File: src/rtl/mp22_pkg.sv
// Shared constants, types and the float compare for the 2x2 max pooling block.
package mp22_pkg;

  localparam int MAX_WIDTH  = 4096;
  localparam int HALF_DEPTH = MAX_WIDTH / 2;
  localparam int SLOT_W     = $clog2(HALF_DEPTH);
  localparam int COL_W      = $clog2(MAX_WIDTH);
  localparam int WREG_W     = 13;
  localparam int HREG_W     = 16;
  localparam int CREG_W     = 16;

  localparam logic [1:0] REG_IN_WIDTH      = 2'd0;
  localparam logic [1:0] REG_IN_HEIGHT     = 2'd1;
  localparam logic [1:0] REG_CHANNEL_COUNT = 2'd2;

  typedef struct packed {
    logic              we;
    logic              re;
    logic [SLOT_W-1:0] addr;
    logic [31:0]       wdata;
  } mem_req_t;

  typedef struct packed {
    logic        emit;
    logic [31:0] pair_max;
    logic        plane_end;
    logic        tensor_end;
  } pix_info_t;

  function automatic logic is_nan(input logic [31:0] x);
    return x[30:0] > 31'h7F800000;
  endfunction

  function automatic logic [31:0] order_key(input logic [31:0] x);
    return x[31] ? ~x : {1'b1, x[30:0]};
  endfunction

  // The first operand wins unless it is strictly less than the second.
  function automatic logic [31:0] keep_max(input logic [31:0] a, input logic [31:0] b);
    logic lt;
    lt = !is_nan(a) && !is_nan(b) && !(a[30:0] == 31'd0 && b[30:0] == 31'd0) &&
         (order_key(a) < order_key(b));
    return lt ? b : a;
  endfunction

endpackage

File: src/rtl/mp22_scan.sv
// Raster position counters, horizontal pair maximum and line buffer requests.
module mp22_scan
  import mp22_pkg::*;
(
  input  logic              clk,
  input  logic              rst,
  input  logic              accept,
  input  logic [31:0]       pixel_bits,
  input  logic [WREG_W-1:0] in_width,
  input  logic [HREG_W-1:0] in_height,
  input  logic [CREG_W-1:0] channel_count,
  output mem_req_t          req,
  output pix_info_t         info
);

  logic [COL_W-1:0]  column_count, column_count_next;
  logic [HREG_W-1:0] row_count, row_count_next;
  logic [CREG_W-1:0] plane_count, plane_count_next;
  logic [31:0]       pair_first;

  logic [WREG_W-1:0] w_eff, w_last, ow2;
  logic [HREG_W-1:0] h_eff, h_last, oh2;
  logic [CREG_W-1:0] ch_last;
  logic              in_window, last_plane;

  always_comb begin
    w_eff = (in_width == '0) ? WREG_W'(1) :
            (in_width > WREG_W'(MAX_WIDTH)) ? WREG_W'(MAX_WIDTH) : in_width;
    h_eff = (in_height == '0) ? HREG_W'(1) : in_height;
    ch_last = (channel_count == '0) ? '0 : channel_count - CREG_W'(1);
    w_last = w_eff - WREG_W'(1);
    h_last = h_eff - HREG_W'(1);
    ow2 = {w_eff[WREG_W-1:1], 1'b0};
    oh2 = {h_eff[HREG_W-1:1], 1'b0};
    in_window = (row_count < oh2) && ({1'b0, column_count} < ow2);
    last_plane = plane_count >= ch_last;
  end

  always_comb begin
    req.addr  = column_count[COL_W-1:1];
    req.wdata = keep_max(pair_first, pixel_bits);
    req.we    = accept && in_window && column_count[0] && !row_count[0];
    req.re    = accept && in_window && column_count[0] && row_count[0];
    info.emit       = req.re;
    info.pair_max   = req.wdata;
    info.plane_end  = (row_count == oh2 - HREG_W'(1)) &&
                      ({1'b0, column_count} == ow2 - WREG_W'(1));
    info.tensor_end = info.plane_end && last_plane;
  end

  always_comb begin
    column_count_next = column_count + COL_W'(1);
    row_count_next    = row_count;
    plane_count_next  = plane_count;
    if ({1'b0, column_count} >= w_last) begin
      column_count_next = '0;
      if (row_count >= h_last) begin
        row_count_next   = '0;
        plane_count_next = last_plane ? '0 : plane_count + CREG_W'(1);
      end else begin
        row_count_next = row_count + HREG_W'(1);
      end
    end
  end

  always_ff @(posedge clk) begin
    if (rst) begin
      column_count <= '0;
      row_count    <= '0;
      plane_count  <= '0;
      pair_first   <= '0;
    end else if (accept) begin
      column_count <= column_count_next;
      row_count    <= row_count_next;
      plane_count  <= plane_count_next;
      if (in_window && !column_count[0]) begin
        pair_first <= pixel_bits;
      end
    end
  end

endmodule

File: config.mk
export PLATFORM = sky130hd
export DESIGN_NAME = mp22_scan
export DESIGN_NICKNAME = d
export VERILOG_FILES = /design/src/rtl/mp22_pkg.sv /design/src/rtl/mp22_scan.sv
export SDC_FILE = /design/constraint.sdc
export NUM_CORES = 1
export LEC_CHECK = 0
export BUFFER_PORTS_ARGS = -buffer_cell sky130_fd_sc_hd__buf_2
export CAP_MARGIN = 20
export CORE_ASPECT_RATIO = 0.75
export CORE_MARGIN = 4
export CORE_UTILIZATION = 55
export CTS_BUF_LIST = sky130_fd_sc_hd__clkbuf_2 sky130_fd_sc_hd__clkbuf_4 sky130_fd_sc_hd__clkbuf_8
export CTS_CLUSTER_DIAMETER = 30
export DETAILED_ROUTE_END_ITERATION = 10
export PLACE_DENSITY = 0.79
export SYNTH_ARGS = -nofsm -noshare
export SYNTH_HDL_FRONTEND = slang
export SYNTH_SLANG_ARGS = --single-unit
File: constraint.sdc
create_clock -name clk -period 11 [get_ports clk]
set_input_delay 0.55 -clock clk [delete_from_list [all_inputs] [get_ports clk]]
set_output_delay 0.55 -clock clk [all_outputs]
set_load 0.05 [all_outputs]
---- Word level (Yosys, flattened, before mapping) ----
Index checks and enable logic that the tools add are counted.
cells by class
  add/subtract/negate cells ............... 8
  shift operators ......................... 0
  reduce and logical (&&, ||, !) cells .... 25
  multiplexer cells ....................... 10
  $lt $le $gt $ge ......................... 9
  div/mod/pow operators ................... 0
  bitwise logic cells ..................... 2
  $mul .................................... 0
  equal/unequal tests ..................... 2
operator list
  operator                 number
  $mux W32                 3
  $mux W16                 4
  $not A32 Y32             2
  $gt A31 B31 Y1 const B   2
  $logic_not A31 Y1        2
  $sub A16 B1 Y16 const B  3
  $add A16 B1 Y16 const B  2
  $ge A16 B16 Y1           2
  $logic_not A16 Y1        2
  $lt A32 B32 Y1           1
  $mux W13                 2
  $sub A13 B1 Y13 const B  2
  $eq A16 B16 Y1           1
  $lt A16 B16 Y1           1
  $eq A12 B13 Y1           1
  $ge A12 B13 Y1           1
  $gt A13 B13 Y1 const B   1
  $logic_not A13 Y1        1
  $lt A12 B13 Y1           1
  $add A12 B1 Y12 const B  1
  $logic_and A1 B1 Y1      12
  $mux W12                 1
  $logic_not A1 Y1         5
  $reduce_and A2 Y1        2
  $reduce_and A3 Y1        1
word-level totals
  memory bits (read-only) ................. 0
  memory bits (writable) .................. 0
  memories ................................ 0
  word-level logic and storage cells ...... 60
  bits in latches ......................... 0
  input bits .............................. 80
  bits in registers ....................... 76

---- Logic depth before layout (Yosys ltp) ----
Gate-level depths: netlist of run 1.
  depth after elaboration ................. 8
  mapped depth ............................ 19
  gate-level depth less buffers ........... 16

---- Worst setup path after synthesis of run 1 ----
OpenSTA, ideal clock, no wires.
  path kind ............................... input to output
  start ................................... input channel_count[7]
  end ..................................... output info[0] in the netlist's numbering
  setup slack ............................. 5.334 ns
  path buffers ............................ 1
  arrival ................................. 5.116 ns
  stages on the path ...................... 13
  cell sequence ........................... or3_1 -> or4_1 -> nor2_1 -> nand3_1 -> or3_1 -> nor3_1 -> a21oi_1 -> ha_1 -> nand4_1 -> o41ai_1 -> nor2_1 -> clkbuf_1 -> nor4_1
RTL lines
  element      line             source
  from (decl)  mp22_scan.sv:11  input logic [CREG_W-1:0] channel_count,
  to (decl)    mp22_scan.sv:13  output pix_info_t info

==> metrics.md, run 1 <==
| Metric | Value |
|---|---|
| Gr usage total | 23.50% |
| Number of global-route vias before repair | 7194 |
| Final ANT Viol Nets | 0 |
| Synth Warn # | 0 |
| Post-Syn Area per Cell | a little under 8 um2 |
| Syn Nets | about 1300 |
| Multi-input logic area | between 0.006 and 0.007 mm2 |
| Status | completed |
| Total I/O pin count | 160 |
| Final hold vios | 0 |
| P_sw | between 0.3 and 0.4 mW |
| WS Path Type | input port to output port |
| Via density | a little under 6 |
| Die X | 153.0 um |
| Port bufs | about 160 |
| Non-Filler Instances | around 1400 |
| Fillers | ~1300 |
| N_diodes | 0 |
| Combinational share of power | 40.9% |
| Clock power share | 27.4% |
| Max VDD drop | 0.06736 mV |
| Synth area leaders | dfxtp_1 18%, ha_1 16%, xor2_1 7.7% |
| Ratio of cells with drive above 1 in the final layout | between 10% and 20% |
| Share of the synthesized area in the top cell type | 17.55% |
| Post-layout min period | 5317 ps |
| CTS hold repair buffers | 0 |
| Vert. Die Dim | 116.7 um |
| Sink Count | 76 |
| Post-synth EDFFs | 0 |
| Seq/Total Area, Yosys | 17.55% |
| Detailed Route Iter0 Violations | between 500 and 600 |
| Cell-internal power | between 0.5 and 0.6 mW |
| Unrepaired setup endpoints after global routing | false |
| Largest net degree at the start of global routing | ~70 |
| Setup TNS | 0 ps |
| Yosys cell types | roughly 60 |
| Sequential cell area | 0.001523 mm2 |
| H-tree Lvls | 3 |
| DRC viols | 0 |
| Clk buf depth | 2 |
| Initial Util | 56.57% |
| Placed insts | around 1400 |
| P_leak | 4.379 nW |
| Post-CTS resize count | 0 |
| Post-DP HPWL | around 17000 um |
| Synth async-reset ratio | 0% |
| Worst path required time | about 10000 ps |
| Clock-pin slew on the worst setup and hold paths | ~80 ps |
| Synth area leader | dfxtp_1 |
| CTS tree | done |
| Grt ovf | 0 |
| Crit end category | output port |
| Maximum capacitance violations | 0 |
| Synth Register Bits | 76 |
| PwrDens | 100.5 mW/mm2 |
| Worst hold path class | input port to register |
| First-pass GRT wire length | 35510 um |
| Avg WL per Cell | 15.61 um |
| Final net count | 1373 |
| Fmax | about 190 MHz |
| Num CTS Buffers | 9 |
| Final Setup Violations | 0 |
| Cells after synthesis | around 1100 |
| Core region area | roughly 0.015 mm2 |
| Via count | 8109 |
| Placement Rows | 39 |
| Worst slew margin | between 20% and 30% |
| Layout Skew | about 12 ps |
| Routed WL | 21750 um |
| Setup Buffers After CTS | 0 |
| Sw Ratio | ~40% |
| Netlist Area Pre-Place | 0.008667 mm2 |
| P&R area growth vs syn | 9.369% |
| Sequential power share | between 30% and 40% |
| Tot Pwr | around 0.95 mW |
| CTS root buffer | clkbuf_8 |
| Slew @ Worst Pin | approximately 1200 ps |
| Final Max Slew Viols | 0 |
| Initial antenna violation count | 0 |
| Period utilization | 48.34% |
| Worst setup SP type | input port |
| CP Data Arrival Time | around 4800 ps |
| Gpl congestion | 0.8967 |
| Iteration count of the initial detailed-routing pass | 5 |
| Die area | roughly 0.018 mm2 |
| Clk_lat worst skew | 360 ps |
| Worst-path fanout max | 12 |
| Most used flip-flop cell after synthesis | dfxtp_1 |
==> power by group through the flow <==
stage          Sequential (mW)  Clock (mW)  Combinational [mW]
2_1_floorplan            0.299           0               0.325
3_3_place_gp             0.307           0               0.380
3_5_place_dp             0.308           0               0.387
4_1_cts                  0.301       0.266               0.389
5_1_grt                  0.304       0.275               0.422
6_report                 0.302       0.261               0.390
==> cells by family (layout without fill, tap and decap cells) <==
family | Yosys count | after routing | synth area share [%]
buf+inv | 129 | 223 | 7.954
simple gates | 400 | 400 | 23.07
compound gates | 162 | 162 | 12.00
fa+ha+maj | 110 | 110 | 15.88
flops | 76 | 76 | 17.55
xor+xnor | 143 | 143 | 14.45
mux | 74 | 74 | 9.095
==> final cells by class <==
cell class,instances,share of cell area (%)
multi-input cells,889,68.20
flip-flops and latches,76,16.06
repair buffers,163,8.712
well taps,205,2.706
inverters,44,1.742
clock buffers,10,1.386
clock inverters,6,1.188
==> cell usage after synthesis, drive strengths merged, types with 13 or more instances <==
library cell	number
o21ai	42
or3	17
nor2b	17
nor3	36
nand2	77
inv	44
nand4	32
nor4	23
mux2	38
and3	13
a21oi	47
ha	110
xor2	76
mux2i	36
nand3	39
nor2	109
xnor2	67
dfxtp	76
buf	59
clkbuf	26
==> routing by layer <==
| layer | up-vias | track usage, % | routed length [um] |
|---|---|---|---|
| li1 | 4044 | - | - |
| met1 | 3788 | 34.80 | 10650 |
| met2 | 255 | 36.67 | 9500 |
| met3 | 22 | 3.519 | 1429 |
| met4 | 0 | 4.451 | 161 |
| met5 | - | 0 | 0 |
==> state kept, by name, summed over array words and instances (netlist names) <==
register and count:
row_count 16, column_count 12, plane_count 16, pair_first 32
==> cells in the final DEF (no fill, tap or decap), types with 13 or more instances in the layout <==
| cell type | instances |
|---|---|
| a21oi_1 | 47 |
| and3_1 | 13 |
| buf_2 | 159 |
| dfxtp_1 | 75 |
| ha_1 | 110 |
| inv_1 | 43 |
| mux2_2 | 32 |
| mux2i_1 | 36 |
| nand2_1 | 77 |
| nand3_1 | 39 |
| nand4_1 | 32 |
| nor2_1 | 109 |
| nor2b_1 | 17 |
| nor3_1 | 35 |
| nor4_1 | 22 |
| o21ai_0 | 41 |
| or3_1 | 17 |
| xnor2_1 | 67 |
| xor2_1 | 76 |
==> critical path, stage by stage <==
cell     delay (ps)
buf_2           120
or3_1           420
or4_1           450
nor2_1          230
nand3_1         140
or3_1           350
nor3_1          150
a21oi_1          70
ha_1            290
nand4_1         130
o41ai_1         850
nor2_1          460
nor4_1          260
buf_2           310
==> worst paths after layout <==
kind	from	to	slack, ps	depth (start not counted)
hold / removal	pixel_bits[21]	pair_first[21]	490	3
setup reg to reg	plane_count[7]	plane_count[2]	7660	8
hold reg to reg	plane_count[15]	plane_count[15]	500	2
setup / recovery	channel_count[7]	info[0]	5680	14
==> per-stage QoR <==
step / hold slack [ps] / utilization (%) / worst slack, ps / cell area, um2
2_1_floorplan: 465.9 / - / 5334 / 8667
3_3_place_gp: 498.8 / 60.27 / 5827 / 9235
3_5_place_dp: 499.4 / 60.27 / 5674 / 9235
4_1_cts: 472.4 / 61.87 / 5664 / 9479
5_1_grt: 486.7 / 61.87 / 5249 / 9479
6_report: 492.1 / 61.87 / 5683 / 9479
Power figures use the tool's default switching activity.
==> run 2, diff against run 1 <==
CORE_UTILIZATION = 53   (was 55)
PLACE_DENSITY = 0.8   (was 0.79)
clock period = 4.68 ns   (was 11 ns; I/O delays follow)
==> metrics.md, run 2 (synthesis results as in run 1) <==
| Metric | Value |
|---|---|
| CTS hold repair buffers | 0 (unchanged) |
| Critical path endpoint | info[0] (unchanged) |
| Port bufs | 159 (unchanged) |
| First-pass GRT wire length | 37100 um (was 35510 um) |
| H-tree Lvls | 3 (unchanged) |
| Worst-path fanout max | 4 (was 12) |
| CP Data Arrival Time | 3960 ps (was 4770 ps) |
| Cell-internal power | 1.227 mW (was 0.5689 mW) |
| Post-DP HPWL | 18270 um (was 17170 um) |
| Detailed Route Iter0 Violations | 696 (was 550) |
| Iteration count of the initial detailed-routing pass | 8 (was 5) |
| PwrDens | 225.8 mW/mm2 (was 100.5 mW/mm2) |
| Final hold vios | 0 (unchanged) |
| Sw Ratio | 42.92% (was 40.28%) |
| Num CTS Buffers | 9 (unchanged) |
| Post-layout min period | ~4200 ps |
| Via density | 5.790 (was 5.821) |
| P_leak | 4.404 nW (was 4.379 nW) |
| Placed insts | 1392 (was 1377) |
| Regs by FF count | pair_first: 32 flops, plane_count: 16 flops, row_count: 16 flops (unchanged) |
| Clock-pin slew on the worst setup and hold paths | 90 ps (was 80 ps) |
| Period utilization | between 80% and 90% |
| Die area | 0.01848 mm2 (was 0.01785 mm2) |
| Initial antenna violation count | 0 (unchanged) |
| N_diodes | 0 (unchanged) |
| Worst hold path class | input port to register (unchanged) |
| Worst R2R Path Depth | 9 (was 8) |
| Fmax | between 200 and 250 MHz |
| Avg WL per Cell | 16.43 um (was 15.61 um) |
| Final net count | 1383 (was 1373) |
| Core region area | 0.01602 mm2 (was 0.01532 mm2) |
| Setup Buffers After CTS | 0 (unchanged) |
| Max reg flops | 32 (unchanged) |
| P&R area growth vs syn | 9.846% (was 9.369%) |
| R2R Setup Slk | 1520 ps (was 7660 ps) |
| Routed WL | 23130 um (was 21750 um) |
| Total I/O pin count | 160 (unchanged) |
| Combinational share of power | 43.2% (was 40.9%) |
| Grt ovf | 0 (unchanged) |
| Slew @ Worst Pin | 987.5 ps (was 1186 ps) |
| Status | completed (unchanged) |
| Worst setup SP type | input port (unchanged) |
| Largest net degree at the start of global routing | 61 (was 69) |
| Clk_lat worst skew | 360 ps (about the same) |
| Biggest register | pair_first (unchanged) |
| CTS tree | done (unchanged) |
| Max VDD drop | 0.1556 mV (was 0.06736 mV) |
| Clock power share | 24.1% (was 27.4%) |
| Highest-count cells in the layout ignoring fill and taps | 159 x buf_2, 110 x ha_1, 109 x nor2_1, 77 x nand2_1, 76 x xor2_1 (unchanged) |
| Maximum capacitance violations | 0 (unchanged) |
| Final Max Slew Viols | 0 (unchanged) |
| Placement Rows | 40 (was 39) |
| Clk buf depth | 2 (unchanged) |
| Vert. Die Dim | 118.7 um (was 116.7 um) |
| Number of global-route vias before repair | 7411 (was 7194) |
| Gpl congestion | 1.002 (was 0.8967) |
| WS Path Type | input port to output port (unchanged) |
| CP peak stage delay | 600 ps (was 850 ps) |
| Unrepaired setup endpoints after global routing | false (unchanged) |
| Crit end category | output port (unchanged) |
| Reg2reg end | pair_first[6] (was plane_count[2]) |
| Sequential power share | 32.6% (was 31.7%) |
| Worst setup path startpoint | channel_count[7] (unchanged) |
| Final Setup Violations | 0 (unchanged) |
| Crit path max-delay cell type | o41ai_1 (unchanged) |
| Post-CTS resize count | 0 (unchanged) |
| Worst slew margin | 33.56% (was 20.19%) |
| Sink Count | 76 (unchanged) |
| Hold Path Depth | 3 (unchanged) |
| Die X | 155.7 um (was 153.0 um) |
| Ratio of cells with drive above 1 in the final layout | 19.87% (was 19.11%) |
| DRC viols | 0 (unchanged) |
| Gr usage total | 24.24% (was 23.50%) |
| Non-Filler Instances | 1408 (was 1393) |
| P_sw | 0.9228 mW (was 0.3838 mW) |
| Final ANT Viol Nets | 0 (unchanged) |
| Fillers | 1447 (was 1339) |
| Via count | 8152 (was 8109) |
| Layout Skew | 11.10 ps (was 11.98 ps) |
| CTS root buffer | clkbuf_8 (unchanged) |
| Initial Util | 54.12% (was 56.57%) |
| Critical Path, Cell by Cell | buf_2 -> or3_1 -> or4_1 -> nor2_1 -> nand3_1 -> or3_1 -> nor3_1 -> a21oi_1 -> ha_1 -> nand4_1 -> o41ai_1 -> nor2_1 -> nor4_2 -> buf_2 (was buf_2 -> or3_1 -> or4_1 -> nor2_1 -> nand3_1 -> or3_1 -> nor3_1 -> a21oi_1 -> ha_1 -> nand4_1 -> o41ai_1 -> nor2_1 -> nor4_1 -> buf_2) |
| Reg2reg start | column_count[8] (was plane_count[7]) |
| Setup TNS | 0 ps (unchanged) |
| Worst path required time | 4450 ps (was 10450 ps) |
| Most common cell after layout, fill and taps aside | buf_2 (unchanged) |
## run 2: layer usage
metal	vias up	track usage [%]	share of wire, %	routed length (um)
li1	4056	-	-	-
met1	3766	37.16	49	11330
met2	308	34.51	42	9621
met3	22	5.198	8.4	1935
met4	0	5.030	1.0	239
met5	-	0	0	0
## run 2: metrics by stage
stage	utilization, %	instance area [um2]	setup slack, ps	hold slack, ps	total power [mW]
detailed placement	58.21	9323	401.3	492.2	1.634
global route	59.45	9520	194.1	145.0	2.276
global placement	58.21	9323	503.4	488.4	1.621
CTS	59.45	9520	504.5	142.3	2.163
floorplan	-	8673	231.6	381.2	1.466
finish	59.45	9520	486.3	170.8	2.150
## run 2: power groups by stage
stage          clock (mW)  sequential, mW  combinational [mW]
6_report            0.519           0.701               0.929
5_1_grt             0.569           0.705                1.00
4_1_cts             0.537           0.701               0.925
3_5_place_dp            0           0.716               0.918
3_3_place_gp            0           0.715               0.905
2_1_floorplan           0           0.702               0.764
## run 2: worst max-delay path, delay by kind of cell
| family | cells | cell delay (ps) |
|---|---|---|
| adder cells (fa/ha/maj) | 1 | 300 |
| AND/OR/NAND/NOR | 9 | 2320 |
| AO/OA/AOI/OAI | 2 | 690 |
| buffers and inverters | 2 | 410 |
## run 2: layout make-up
cell class                      instances  area (um2)  area share [%]
Clock buffer                            9       123.9           1.301
Clock inverter                          7       73.82          0.7754
Inverter                               44       165.2           1.735
Multi-Input combinational cell        889        6471           67.97
Sequential cell                        76        1523           15.99
Tap cell                              210       262.8           2.760
Timing Repair Buffer                  173       900.9           9.462
## run 2: worst min path at each step
stage | from | to | slack [ps]
3_3_place_gp | plane_count[15] | plane_count[15] | 490
4_1_cts | pixel_bits[0] | pair_first[0] | 140
5_1_grt | pixel_bits[0] | pair_first[0] | 150
2_1_floorplan | pixel_bits[4] | pair_first[4] | 380
6_report | pixel_bits[1] | pair_first[1] | 170
3_5_place_dp | plane_count[15] | plane_count[15] | 490
